File: src/design/kiss64_pkg.sv
// Package for the 64-bit KISS random generator.
// Constants, codes and state type used by kiss64_if and the top level; no dependencies.
`default_nettype none
package kiss64_pkg;
   localparam int unsigned WORD_W = 64;
   localparam int unsigned HALF_W = 32;
   localparam int unsigned CSR_IDX_W = 3;

   localparam logic [63:0] LCG_MUL  = 64'd1490024343005336237;
   localparam logic [63:0] LCG_ADD  = 64'd123456789;
   localparam logic [31:0] MWC1_MUL = 32'd4294584393;
   localparam logic [31:0] MWC2_MUL = 32'd4246477509;
   localparam int unsigned XS_A = 21;
   localparam int unsigned XS_B = 17;
   localparam int unsigned XS_C = 30;

   localparam logic [63:0] LCG_SEED_RST  = 64'd123456789987654321;
   localparam logic [63:0] XS_SEED_RST   = 64'd362436362436362436;
   localparam logic [31:0] MWC1_VAL_RST  = 32'd1066149217;
   localparam logic [31:0] MWC1_CAR_RST  = 32'd651600036;
   localparam logic [31:0] MWC2_VAL_RST  = 32'd1234567;
   localparam logic [31:0] MWC2_CAR_RST  = 32'd7654321;

   typedef enum logic [1:0] {
      ACT_RAW     = 2'd0,
      ACT_UNIFORM = 2'd1,
      ACT_RESEED  = 2'd2,
      ACT_NONE    = 2'd3
   } action_type;

   typedef enum logic [1:0] {
      ST_OK         = 2'd0,
      ST_ZERO_BOUND = 2'd1,
      ST_BAD_SEED   = 2'd2
   } status_type;

   typedef enum logic [2:0] {
      CSR_LCG      = 3'd0,
      CSR_XS       = 3'd1,
      CSR_MWC1_VAL = 3'd2,
      CSR_MWC1_CAR = 3'd3,
      CSR_MWC2_VAL = 3'd4,
      CSR_MWC2_CAR = 3'd5
   } csr_idx_type;

   typedef enum logic [2:0] {
      FSM_IDLE,
      FSM_MUL,
      FSM_SUM,
      FSM_CHECK,
      FSM_LIM_WAIT,
      FSM_MOD_WAIT,
      FSM_RESP
   } fsm_type;
endpackage
`default_nettype wire

File: src/design/kiss64_if.sv
// Valid/ready channel interfaces for the KISS generator.
// Depends on kiss64_pkg for widths.
`default_nettype none
interface kiss64_req_if;
   logic        valid;
   logic        ready;
   logic [1:0]  action;
   logic [63:0] upper_limit;
   modport source (output valid, action, upper_limit, input ready);
   modport sink (input valid, action, upper_limit, output ready);
endinterface

interface kiss64_rsp_if;
   logic        valid;
   logic        ready;
   logic [63:0] value;
   logic [1:0]  status;
   modport source (output valid, value, status, input ready);
   modport sink (input valid, value, status, output ready);
endinterface

interface kiss64_csr_if;
   logic                                valid;
   logic                                ready;
   logic [kiss64_pkg::CSR_IDX_W-1:0]    index;
   logic [63:0]                         data;
   modport source (output valid, index, data, input ready);
   modport sink (input valid, index, data, output ready);
endinterface
`default_nettype wire

File: src/design/kiss64_mul.sv
// Shared 32x32 multiplier with registered product.
// No dependencies.
`default_nettype none
module kiss64_mul (
   input  wire logic        clock,
   input  wire logic [31:0] op_a,
   input  wire logic [31:0] op_b,
   output logic [63:0]      product
);
   logic [63:0] prod_ff;
   logic [63:0] prod_in;

   assign prod_in = 64'(op_a) * 64'(op_b);

   always_ff @(posedge clock) begin
      prod_ff <= prod_in;
   end

   assign product = prod_ff;
endmodule
`default_nettype wire

File: src/design/kiss64_div.sv
// Radix-2 restoring remainder unit, one quotient bit per cycle.
// No dependencies.
`default_nettype none
module kiss64_div (
   input  wire logic        clock,
   input  wire logic        reset,
   input  wire logic        start,
   input  wire logic [63:0] dividend,
   input  wire logic [63:0] divisor,
   output logic             done,
   output logic [63:0]      remainder
);
   logic        busy_ff, busy_in;
   logic        done_ff, done_in;
   logic [5:0]  count_ff, count_in;
   logic [63:0] rem_ff, rem_in;
   logic [63:0] dvd_ff, dvd_in;
   logic [63:0] dsr_ff, dsr_in;
   logic [64:0] trial;

   always_comb begin
      busy_in  = busy_ff;
      done_in  = 1'b0;
      count_in = count_ff;
      rem_in   = rem_ff;
      dvd_in   = dvd_ff;
      dsr_in   = dsr_ff;
      trial    = {rem_ff, dvd_ff[63]};
      if (start) begin
         busy_in  = 1'b1;
         count_in = '0;
         rem_in   = '0;
         dvd_in   = dividend;
         dsr_in   = divisor;
      end else if (busy_ff) begin
         if (trial >= {1'b0, dsr_ff}) begin
            rem_in = 64'(trial - {1'b0, dsr_ff});
         end else begin
            rem_in = trial[63:0];
         end
         dvd_in   = {dvd_ff[62:0], 1'b0};
         count_in = count_ff + 6'd1;
         if (count_ff == 6'd63) begin
            busy_in = 1'b0;
            done_in = 1'b1;
         end
      end
   end

   always_ff @(posedge clock) begin
      if (reset) begin
         busy_ff  <= 1'b0;
         done_ff  <= 1'b0;
         count_ff <= '0;
      end else begin
         busy_ff  <= busy_in;
         done_ff  <= done_in;
         count_ff <= count_in;
      end
      rem_ff <= rem_in;
      dvd_ff <= dvd_in;
      dsr_ff <= dsr_in;
   end

   assign done      = done_ff;
   assign remainder = rem_ff;
endmodule
`default_nettype wire

File: src/design/kiss64_random_generator_unit.sv
// Top level of the 64-bit KISS generator: sequencer, state, seed registers.
// Depends on kiss64_pkg, kiss64_if, kiss64_mul and kiss64_div.
//
// Usage: one transaction on req_chan gives exactly one on rsp_chan. The
// block takes a request only when idle and holds it until its response is
// taken. Seed registers are written on csr_chan (always ready), indexes 0..5;
// other indexes are dropped. Write them only while no request is open.
// A raw draw makes five passes through the shared 32x32 multiplier over six
// steps, then the sum. A uniform draw runs a remainder for the acceptance
// limit, repeats raw draws with a limit check until one falls below the
// limit, and runs a second remainder for the result. Reseed, zero bound and
// unused actions answer in the cycle after acceptance. The next request is
// taken in the cycle after the response transaction.
// Reset loads the documented seed values into both the seed registers and
// the generator state. A stalled receiver holds the response; no new
// request is taken until it is delivered.
`default_nettype none
module kiss64_random_generator_unit (
   input  wire logic clock,
   input  wire logic reset,
   kiss64_req_if.sink   req_chan,
   kiss64_rsp_if.source rsp_chan,
   kiss64_csr_if.sink   csr_chan
);
   kiss64_pkg::fsm_type fsm_ff, fsm_in;
   logic [2:0]  step_ff, step_in;
   logic        uniform_ff, uniform_in;
   logic [63:0] bound_ff, bound_in;
   logic [63:0] limit_ff, limit_in;
   logic [63:0] raw_ff, raw_in;
   logic [63:0] acc_ff, acc_in;
   logic [63:0] value_ff, value_in;
   kiss64_pkg::status_type status_ff, status_in;

   logic [63:0] lcg_ff, lcg_in, xs_ff, xs_in;
   logic [31:0] m1v_ff, m1v_in, m1c_ff, m1c_in, m2v_ff, m2v_in, m2c_ff, m2c_in;

   logic [63:0] lcg_seed_ff, xs_seed_ff;
   logic [31:0] m1v_seed_ff, m1c_seed_ff, m2v_seed_ff, m2c_seed_ff;

   logic [31:0] mul_a, mul_b;
   logic [63:0] product;
   logic        div_start, div_done;
   logic [63:0] div_dividend, remainder;
   logic [63:0] mwc_sum, xs_t1, xs_t2, xs_t3;
   logic        bad_seed;

   kiss64_mul u_mul (
      .clock   (clock),
      .op_a    (mul_a),
      .op_b    (mul_b),
      .product (product)
   );

   kiss64_div u_div (
      .clock     (clock),
      .reset     (reset),
      .start     (div_start),
      .dividend  (div_dividend),
      .divisor   (bound_ff),
      .done      (div_done),
      .remainder (remainder)
   );

   assign csr_chan.ready = 1'b1;
   assign req_chan.ready = (fsm_ff == kiss64_pkg::FSM_IDLE);
   assign rsp_chan.valid = (fsm_ff == kiss64_pkg::FSM_RESP);
   assign rsp_chan.value = value_ff;
   assign rsp_chan.status = status_ff;

   always_ff @(posedge clock) begin
      if (reset) begin
         lcg_seed_ff <= kiss64_pkg::LCG_SEED_RST;
         xs_seed_ff  <= kiss64_pkg::XS_SEED_RST;
         m1v_seed_ff <= kiss64_pkg::MWC1_VAL_RST;
         m1c_seed_ff <= kiss64_pkg::MWC1_CAR_RST;
         m2v_seed_ff <= kiss64_pkg::MWC2_VAL_RST;
         m2c_seed_ff <= kiss64_pkg::MWC2_CAR_RST;
      end else if (csr_chan.valid) begin
         case (csr_chan.index)
            kiss64_pkg::CSR_LCG:      lcg_seed_ff <= csr_chan.data;
            kiss64_pkg::CSR_XS:       xs_seed_ff  <= csr_chan.data;
            kiss64_pkg::CSR_MWC1_VAL: m1v_seed_ff <= csr_chan.data[31:0];
            kiss64_pkg::CSR_MWC1_CAR: m1c_seed_ff <= csr_chan.data[31:0];
            kiss64_pkg::CSR_MWC2_VAL: m2v_seed_ff <= csr_chan.data[31:0];
            kiss64_pkg::CSR_MWC2_CAR: m2c_seed_ff <= csr_chan.data[31:0];
            default: ;
         endcase
      end
   end

   assign bad_seed = (xs_seed_ff == '0)
      || (m1v_seed_ff == '0 && m1c_seed_ff == '0)
      || (m2v_seed_ff == '0 && m2c_seed_ff == '0);

   assign xs_t1 = xs_ff ^ (xs_ff << kiss64_pkg::XS_A);
   assign xs_t2 = xs_t1 ^ (xs_t1 >> kiss64_pkg::XS_B);
   assign xs_t3 = xs_t2 ^ (xs_t2 << kiss64_pkg::XS_C);
   assign mwc_sum = product + 64'(step_ff == 3'd4 ? m1c_ff : m2c_ff);

   always_comb begin
      unique case (step_ff)
         3'd0: begin mul_a = lcg_ff[31:0];  mul_b = kiss64_pkg::LCG_MUL[31:0];  end
         3'd1: begin mul_a = lcg_ff[63:32]; mul_b = kiss64_pkg::LCG_MUL[31:0];  end
         3'd2: begin mul_a = lcg_ff[31:0];  mul_b = kiss64_pkg::LCG_MUL[63:32]; end
         3'd3: begin mul_a = m1v_ff;        mul_b = kiss64_pkg::MWC1_MUL;       end
         3'd4: begin mul_a = m2v_ff;        mul_b = kiss64_pkg::MWC2_MUL;       end
         default: begin mul_a = '0; mul_b = '0; end
      endcase
   end

   always_comb begin
      fsm_in     = fsm_ff;
      step_in    = step_ff;
      uniform_in = uniform_ff;
      bound_in   = bound_ff;
      limit_in   = limit_ff;
      raw_in     = raw_ff;
      acc_in     = acc_ff;
      value_in   = value_ff;
      status_in  = status_ff;
      lcg_in = lcg_ff;  xs_in = xs_ff;
      m1v_in = m1v_ff;  m1c_in = m1c_ff;
      m2v_in = m2v_ff;  m2c_in = m2c_ff;
      div_start    = 1'b0;
      div_dividend = raw_ff;
      unique case (fsm_ff)
         kiss64_pkg::FSM_IDLE: begin
            if (req_chan.valid) begin
               bound_in   = req_chan.upper_limit;
               uniform_in = 1'b0;
               value_in   = '0;
               status_in  = kiss64_pkg::ST_OK;
               step_in    = '0;
               unique case (kiss64_pkg::action_type'(req_chan.action))
                  kiss64_pkg::ACT_RAW: fsm_in = kiss64_pkg::FSM_MUL;
                  kiss64_pkg::ACT_UNIFORM: begin
                     if (req_chan.upper_limit == '0) begin
                        status_in = kiss64_pkg::ST_ZERO_BOUND;
                        fsm_in    = kiss64_pkg::FSM_RESP;
                     end else begin
                        uniform_in = 1'b1;
                        fsm_in     = kiss64_pkg::FSM_LIM_WAIT;
                     end
                  end
                  kiss64_pkg::ACT_RESEED: begin
                     if (bad_seed) begin
                        status_in = kiss64_pkg::ST_BAD_SEED;
                     end else begin
                        lcg_in = lcg_seed_ff;  xs_in = xs_seed_ff;
                        m1v_in = m1v_seed_ff;  m1c_in = m1c_seed_ff;
                        m2v_in = m2v_seed_ff;  m2c_in = m2c_seed_ff;
                     end
                     fsm_in = kiss64_pkg::FSM_RESP;
                  end
                  default: fsm_in = kiss64_pkg::FSM_RESP;
               endcase
            end
         end
         kiss64_pkg::FSM_LIM_WAIT: begin
            div_dividend = '1;
            div_start    = (step_ff == 3'd0);
            step_in      = 3'd1;
            if (div_done) begin
               limit_in = ~remainder;
               step_in  = '0;
               fsm_in   = kiss64_pkg::FSM_MUL;
            end
         end
         kiss64_pkg::FSM_MUL: begin
            step_in = step_ff + 3'd1;
            unique case (step_ff)
               3'd1: acc_in = product;
               3'd2, 3'd3: acc_in = {acc_ff[63:32] + product[31:0], acc_ff[31:0]};
               3'd4: begin
                  m1v_in = mwc_sum[31:0];
                  m1c_in = mwc_sum[63:32];
               end
               3'd5: begin
                  m2v_in = mwc_sum[31:0];
                  m2c_in = mwc_sum[63:32];
                  lcg_in = acc_ff + kiss64_pkg::LCG_ADD;
                  xs_in  = xs_t3;
                  fsm_in = kiss64_pkg::FSM_SUM;
               end
               default: ;
            endcase
         end
         kiss64_pkg::FSM_SUM: begin
            raw_in = lcg_ff + xs_ff + 64'(m1v_ff) + {m2v_ff, 32'd0};
            if (uniform_ff) begin
               fsm_in = kiss64_pkg::FSM_CHECK;
            end else begin
               value_in = raw_in;
               fsm_in   = kiss64_pkg::FSM_RESP;
            end
         end
         kiss64_pkg::FSM_CHECK: begin
            step_in = '0;
            if (raw_ff >= limit_ff) begin
               fsm_in = kiss64_pkg::FSM_MUL;
            end else begin
               div_start = 1'b1;
               fsm_in    = kiss64_pkg::FSM_MOD_WAIT;
            end
         end
         kiss64_pkg::FSM_MOD_WAIT: begin
            if (div_done) begin
               value_in = remainder;
               fsm_in   = kiss64_pkg::FSM_RESP;
            end
         end
         kiss64_pkg::FSM_RESP: begin
            if (rsp_chan.ready) begin
               fsm_in = kiss64_pkg::FSM_IDLE;
            end
         end
         default: fsm_in = kiss64_pkg::FSM_IDLE;
      endcase
   end

   always_ff @(posedge clock) begin
      if (reset) begin
         fsm_ff  <= kiss64_pkg::FSM_IDLE;
         step_ff <= '0;
         lcg_ff  <= kiss64_pkg::LCG_SEED_RST;
         xs_ff   <= kiss64_pkg::XS_SEED_RST;
         m1v_ff  <= kiss64_pkg::MWC1_VAL_RST;
         m1c_ff  <= kiss64_pkg::MWC1_CAR_RST;
         m2v_ff  <= kiss64_pkg::MWC2_VAL_RST;
         m2c_ff  <= kiss64_pkg::MWC2_CAR_RST;
         uniform_ff <= 1'b0;
      end else begin
         fsm_ff  <= fsm_in;
         step_ff <= step_in;
         lcg_ff  <= lcg_in;
         xs_ff   <= xs_in;
         m1v_ff  <= m1v_in;
         m1c_ff  <= m1c_in;
         m2v_ff  <= m2v_in;
         m2c_ff  <= m2c_in;
         uniform_ff <= uniform_in;
      end
      bound_ff  <= bound_in;
      limit_ff  <= limit_in;
      raw_ff    <= raw_in;
      acc_ff    <= acc_in;
      value_ff  <= value_in;
      status_ff <= status_in;
   end
endmodule
`default_nettype wire

File: src/flat_wrapper.sv
// flat-port wrapper written by rule: the top's interface ports become plain ports
module kiss64_random_generator_unit_flat 
  (clock, reset, req_chan_valid, req_chan_action, req_chan_upper_limit, req_chan_ready, rsp_chan_valid, rsp_chan_value, rsp_chan_status, rsp_chan_ready, csr_chan_valid, csr_chan_index, csr_chan_data, csr_chan_ready);
  kiss64_req_if req_chan_i ();
  kiss64_rsp_if rsp_chan_i ();
  kiss64_csr_if csr_chan_i ();
  input  wire logic clock;
  input  wire logic reset;
  input wire logic [$bits(req_chan_i.valid)-1:0] req_chan_valid;
  input wire logic [$bits(req_chan_i.action)-1:0] req_chan_action;
  input wire logic [$bits(req_chan_i.upper_limit)-1:0] req_chan_upper_limit;
  output wire logic [$bits(req_chan_i.ready)-1:0] req_chan_ready;
  output wire logic [$bits(rsp_chan_i.valid)-1:0] rsp_chan_valid;
  output wire logic [$bits(rsp_chan_i.value)-1:0] rsp_chan_value;
  output wire logic [$bits(rsp_chan_i.status)-1:0] rsp_chan_status;
  input wire logic [$bits(rsp_chan_i.ready)-1:0] rsp_chan_ready;
  input wire logic [$bits(csr_chan_i.valid)-1:0] csr_chan_valid;
  input wire logic [$bits(csr_chan_i.index)-1:0] csr_chan_index;
  input wire logic [$bits(csr_chan_i.data)-1:0] csr_chan_data;
  output wire logic [$bits(csr_chan_i.ready)-1:0] csr_chan_ready;
  assign req_chan_i.valid = req_chan_valid;
  assign req_chan_i.action = req_chan_action;
  assign req_chan_i.upper_limit = req_chan_upper_limit;
  assign req_chan_ready = req_chan_i.ready;
  assign rsp_chan_valid = rsp_chan_i.valid;
  assign rsp_chan_value = rsp_chan_i.value;
  assign rsp_chan_status = rsp_chan_i.status;
  assign rsp_chan_i.ready = rsp_chan_ready;
  assign csr_chan_i.valid = csr_chan_valid;
  assign csr_chan_i.index = csr_chan_index;
  assign csr_chan_i.data = csr_chan_data;
  assign csr_chan_ready = csr_chan_i.ready;
  kiss64_random_generator_unit u_core (.clock(clock), .reset(reset), .req_chan(req_chan_i), .rsp_chan(rsp_chan_i), .csr_chan(csr_chan_i));
endmodule
File: config.mk
export PLATFORM = sky130hd
export DESIGN_NAME = kiss64_random_generator_unit_flat
export DESIGN_NICKNAME = d
export VERILOG_FILES = /design/src/design/kiss64_pkg.sv /design/src/design/kiss64_if.sv /design/src/design/kiss64_mul.sv /design/src/design/kiss64_div.sv /design/src/design/kiss64_random_generator_unit.sv /design/src/flat_wrapper.sv
export SDC_FILE = /design/constraint.sdc
export NUM_CORES = 2
export LEC_CHECK = 0
export ABC_CLOCK_PERIOD_IN_PS = 14000
export BUFFER_PORTS_ARGS = -buffer_cell sky130_fd_sc_hd__buf_2
export CAP_MARGIN = 0
export CORE_ASPECT_RATIO = 1.75
export CORE_MARGIN = 3
export CORE_UTILIZATION = 30
export CTS_CLUSTER_DIAMETER = 80
export DETAILED_ROUTE_END_ITERATION = 8
export PLACE_DENSITY = 0.5
export SLEW_MARGIN = 20
export SYNTH_ARGS = -nofsm -noshare
export SYNTH_HDL_FRONTEND = slang
export SYNTH_SLANG_ARGS = --single-unit
export TNS_END_PERCENT = 20
File: constraint.sdc
create_clock -name clock -period 14 [get_ports clock]
set_clock_uncertainty 0.05 [all_clocks]
set_input_delay 0.7 -clock clock [delete_from_list [all_inputs] [get_ports clock]]
set_output_delay 0.7 -clock clock [all_outputs]
set_load 0.005 [all_outputs]
# After elaboration in Yosys (flattened, before gate mapping)
# Cells that the tools add are included.
# totals
n_memories	0
inputBits	138
ramBits	0
latchBits	0
wordCells	180
regBits	1105
output_inout_bits	69
romBits	0
# classes
shift	0
div_mod_pow	0
magnitude_cmp	2
add_sub_neg	9
multipliers	1
n_reduce_logical	39
n_mux	66
n_eq_ne	28
bitwise_logic	6
# ops
op	count
$mux W64	15
$mux W32	17
$pmux W64 S2	3
$pmux W32 S2	4
$pmux W32 S4	2
$add A64 B64 Y64	3
$pmux W64 S3	1
$logic_not A32 Y1	4
$logic_not A64 Y1	2
$xor A64 B64 Y64	2
$ge A65 B64 Y1	1
$add A64 B27 Y64 const B	1
$add A64 B32 Y64	1
$ge A64 B64 Y1	1
$mul A32 B32 Y64	1
$not A64 Y64	1
$sub A64 B64 Y64	1
$xor A64 B47 Y64	1
$add A32 B32 Y32	1
$mux W3	8
$eq A3 B3 Y1 const B	7
$pmux W3 S7	1
$reduce_and A2 Y1	10
$eq A3 B2 Y1 const B	6
27 further kinds	57

# Depth between registers and ports, before layout
# logic_depth
depth_word	8
depth_mapped	42

# Hierarchy
# Synthesis repeated with hierarchy kept, for this count alone.
# hier_totals
hier_cells	10432
hier_area_um2	93048.0
# modules_own_cells
mod	n_inst	area_each_um2	cells_per_inst
kiss64_random_generator_unit	1	46174.3	5344
kiss64_mul	1	34906.0	3835
kiss64_div	1	11967.7	1253

# Worst setup path after synthesis
# OpenSTA, ideal clock, no wires.
# synth_path
path_type	reg-to-reg
start	register u_core.step_ff[0]
end	register u_core.u_mul.prod_ff[60] (netlist: u_core.u_mul.product[60])
arrival_time_ns	9.395
path_buffers	5
setup_time_ns	0.072
slack_ns	4.482
t_required_ns	13.878
path_stages_with_launch	38
synth_period_minus_slack_ns	9.518
path_cell_list	dfxtp_1 > inv_1 > ha_1 > and2_1 > clkbuf_1 > clkbuf_1 > buf_1 > buf_1 > a22oi_1 > nand2_1 > a22oi_1 > nor2_1 > nand2_1 > fa_1 > inv_1 > fa_1 > fa_1 > inv_1 > [2 not listed] > fa_1 > fa_1 > fa_1 > inv_1 > fa_1 > inv_1 > ha_1 > clkbuf_1 > a21o_1 > a211o_1 > a2111oi_2 > o211ai_1 > nor3b_1 > o31ai_1 > a31oi_1 > o21bai_1 > a311oi_1 > xnor2_1
# synth_via
elab_chain_cells	4
word_cells_on_any_way	10
cone_classes	mul: 1; eq/ne: 4; mux: 2; reduce/logical: 3
# synth_lines
element	line_no	text
start: declaration	kiss64_random_generator_unit.sv:26	logic [2:0] step_ff, step_in;
start signal: assignment	kiss64_random_generator_unit.sv:235	step_ff <= step_in;
$eq A3 B2 Y1 (tied with other cells)	kiss64_random_generator_unit.sv:102	unique case (step_ff)
$reduce_or A2 Y1 (no line)	--	
$pmux W32 S4	kiss64_random_generator_unit.sv:102	
$mul A32 B32 Y64 (*)	kiss64_mul.sv:13	assign prod_in = 64'(op_a) * 64'(op_b);
via u_core.u_mul.prod_in[60]	kiss64_mul.sv:11	logic [63:0] prod_in;
end signal: assignment	kiss64_mul.sv:16	prod_ff <= prod_in;
end: declaration	kiss64_mul.sv:10	logic [63:0] prod_ff;
# The timed path passes the listed nets; every way through them passes the cells marked *.
# A chain may end at the register's enable or synchronous reset.

# Worst setup path after layout
# layout_path
start	register u_core.step_ff[0]
end	register u_core.u_mul.prod_ff[62] (netlist: u_core.u_mul.product[62])
# Same word-level chain as after synthesis.

==> out/qor.yml <==
detailed_routing:
  final_antenna_net_count: 0
  wl_mm: 429
  met2_length_mm: 214
  drtIter0Drc: 5531
  dr.max_layer_used: "met5"
  vias: 72755
  drcViolationCount: 1
  met1_length_mm: 139
  first_pass_iters: 8
  viasPerCell: 5.36
  met3_length_mm: 18.1
  avgRoutedWirePerCell_um: 31.6
clock_tree:
  cts_setup_buffers: 0
  root_buffer: "clkbuf_16"
  cts_buffers: 110
  cts_sinks: 1105
  htreeDepth: 3
  clockBufferDepth: 3
  clk_latency_ps: 800
  post_cts_resized: 0
  cts_tree: "built"
  clkTransAtPathRegs_ps: 70
  cts_hold_buf: 0
status:
  status: "finished, violations left"
  violations: "design-rule violations"
global_routing:
  grt_pass1_wl_mm: 590
  antenna_found_initial: 14
  gr-total-overflow: 0
  grtUsageTotal_pct: 28.0
  grt_max_degree: 169
  grt_pass1_vias: 75857
yosys:
  synthAdderAreaFrac_pct: 28.2
  yosysUniqueCellTypes: 98
  synth_compound_area_share_pct: 15.3
  synthSimpleGateAreaFrac_pct: 14.0
  synthMuxAreaShare_pct: 0.177
  ys.flop_type: "dfxtp_1"
  synth_area_leaders: "fa_1 19%, edfxtp_1 15%, dfxtp_1 15%"
  ys_seq_area_share_pct: 30.3
  synth_top_area_share_pct: 19.3
  async_flop_share_pct: 0
  syn_inst: 9622
  synth_seq_cells: 1105
  synth_top_cell_by_area: "fa_1"
  synth_xor_area_share_pct: 4.78
  synth_edf_count: 450
  syn_area_sq_mm: 0.0879
  synth.avg_cell_area_sq_um: 9.13
  ys_warn_count: 0
  synth_top_family_by_area: "adder cells"
  syn_nets: 11226
setup_path:
  reg2reg_depth: 34
  critPathMaxStageDelay_ps: 840
  path_class: "flop to flop"
  cp_top_family: "adder cells"
  worst_setup_path_start_kind: "flop"
  critPathSlowestCell: "or3_1"
  rrSetupSlack_ps: 1920
  crit_top_cell: "fa_1"
  crit_fanout: 24
  timing.rr.end: "u_core.u_mul.product[62]"
  worstPathArrival_ps: 12660
  critPathRequiredTime_ps: 14580
  worstSetupEndpointType: "flop"
  reg2reg_from: "u_core.step_ff[0]"
  worst-path-buf-inv: 6
timing:
  finalHoldViolCount: 0
  relSlewSlack_pct: 15.5
  worstMarginPinSlew_ps: 1270
  final.setup.tns_ps: 0
  max_freq_mhz: 82.8
  period_share_pct: 86.3
  rsz0062_at_grt: "no"
  post-route-min-period_ps: 12080
  setup_violations: 0
  maxSlewViolCount: 0
placement:
  place_congestion: 1.04
  port_buffers: 205
  hpwl_mm: 351
die:
  die_h_um: 722
  io-pin-count: 207
  initial_utilization_pct: 30.2
  die_w_um: 415
  dieArea_sq_mm: 0.300
  row_count: 262
  coreArea_sq_mm: 0.291
worst_hold_path:
  min_to: "u_core.bound_ff[12]"
  min_path_cells: 1
  min_from: "req_chan_upper_limit[12]"
  hold_path.class: "primary input to flop"
cells_and_area:
  fin_nets: 11225
  final_util_pct: 33.4
  drive_above_1_share_pct: 6.72
  syn_to_final_growth_pct: 10.6
run:
  maxCapViolCount: 0
## area by class of cell
cell class / count / area (sq um)
inverter: 1254 / 4720
clock inverter: 78 / 903
sequential: 1105 / 26600
antenna: 20 / 50.0
timing repair buffer: 325 / 2010
clock buffer: 132 / 2950
tap: 3828 / 4790
fill: 30195 / 194000
multi-input combinational: 6825 / 55100
## through the flow
step	setup WS (ps)	hold slack [ps]	std cells	area [sq um]
after floorplan	4480	350	9622	87900
after global placement	1930	356	13333	93100
after detailed placement	1980	355	13336	93200
after CTS	1960	30.9	13546	97000
after global routing	1520	38.5	13552	97100
final	1920	71.6	13567	97100
## placed cells by master (no fill, tap or decap), drive strengths merged, types with 84 or more instances in the layout
master     n
xor2     160
nor2     647
xnor2    320
buf      325
nand3    244
edfxtp   450
o21ai    386
nand2   1312
inv     1261
nor3     104
a22o      84
fa       847
a21oi    678
dfxtp    655
ha       619
clkbuf   132
a211oi   139
nor4      86
a21o     197
## kinds of logic after synthesis
family	after synthesis
flops	1105
mux	15
other cells	1
buf+inv	1692
xor+xnor	480
fa+ha+maj	1470
simple gates	2800
compound gates	2059
## routing by layer
layer / up-vias / GRT usage (%)
li1: 32429 / -
met1: 36222 / 26.7
met2: 2846 / 49.7
met3: 1256 / 3.72
met4: 2 / 30.5
met5: - / 0
## how the worst max path moves through the flow
stage | start | end | slack, ps | depth (start not counted)
6_report | u_core.step_ff[0] | u_core.u_mul.product[62] | 1920 | 34
5_1_grt | u_core.step_ff[0] | u_core.u_mul.product[62] | 1520 | 34
4_1_cts | u_core.step_ff[0] | u_core.u_mul.product[62] | 1960 | 34
3_5_place_dp | u_core.step_ff[0] | u_core.u_mul.product[62] | 1980 | 34
3_3_place_gp | u_core.step_ff[0] | u_core.u_mul.product[62] | 1930 | 36
2_1_floorplan | u_core.step_ff[0] | u_core.u_mul.product[60] | 4480 | 37
## worst register-to-register path, delay by kind of cell (launching register included)
kind                     cells  cell delay [ps]
AND/OR/NAND/NOR              7             2960
adder cells (fa/ha/maj)     10             4970
XOR/XNOR                     1              200
buffers and inverters        6              900
flip-flops                   1              530
AO/OA/AOI/OAI               10             2440
## cell usage after synthesis (81+ instances only)
cell,instances
nand2_1,1311
inv_1,1250
fa_1,847
a21oi_1,673
dfxtp_1,655
nor2_1,647
ha_1,619
edfxtp_1,450
o21ai_0,374
clkbuf_1,367
xnor2_1,320
nand3_1,244
a21o_1,196
xor2_1,160
a211oi_1,135
nor3_1,104
a22o_1,84
nor4_1,84
nand4_1,82
and2_1,81
## state kept, by name, summed over array words and instances, names as in the netlist, 64 cells and up
name / count
u_core.u_div.dvd_ff: 64
u_core.rsp_chan.value: 64
u_core.u_mul.product: 64
u_core.lcg_seed_ff: 64
u_core.u_div.remainder: 64
u_core.raw_ff: 64
u_core.acc_ff: 64
u_core.u_div.dsr_ff: 64
u_core.limit_ff: 64
u_core.bound_ff: 64
u_core.xs_ff: 64
u_core.lcg_ff: 64
u_core.xs_seed_ff: 64
Power is not shown: default switching activity piles up to over one toggle a cycle in this logic, so the estimate is an artifact.
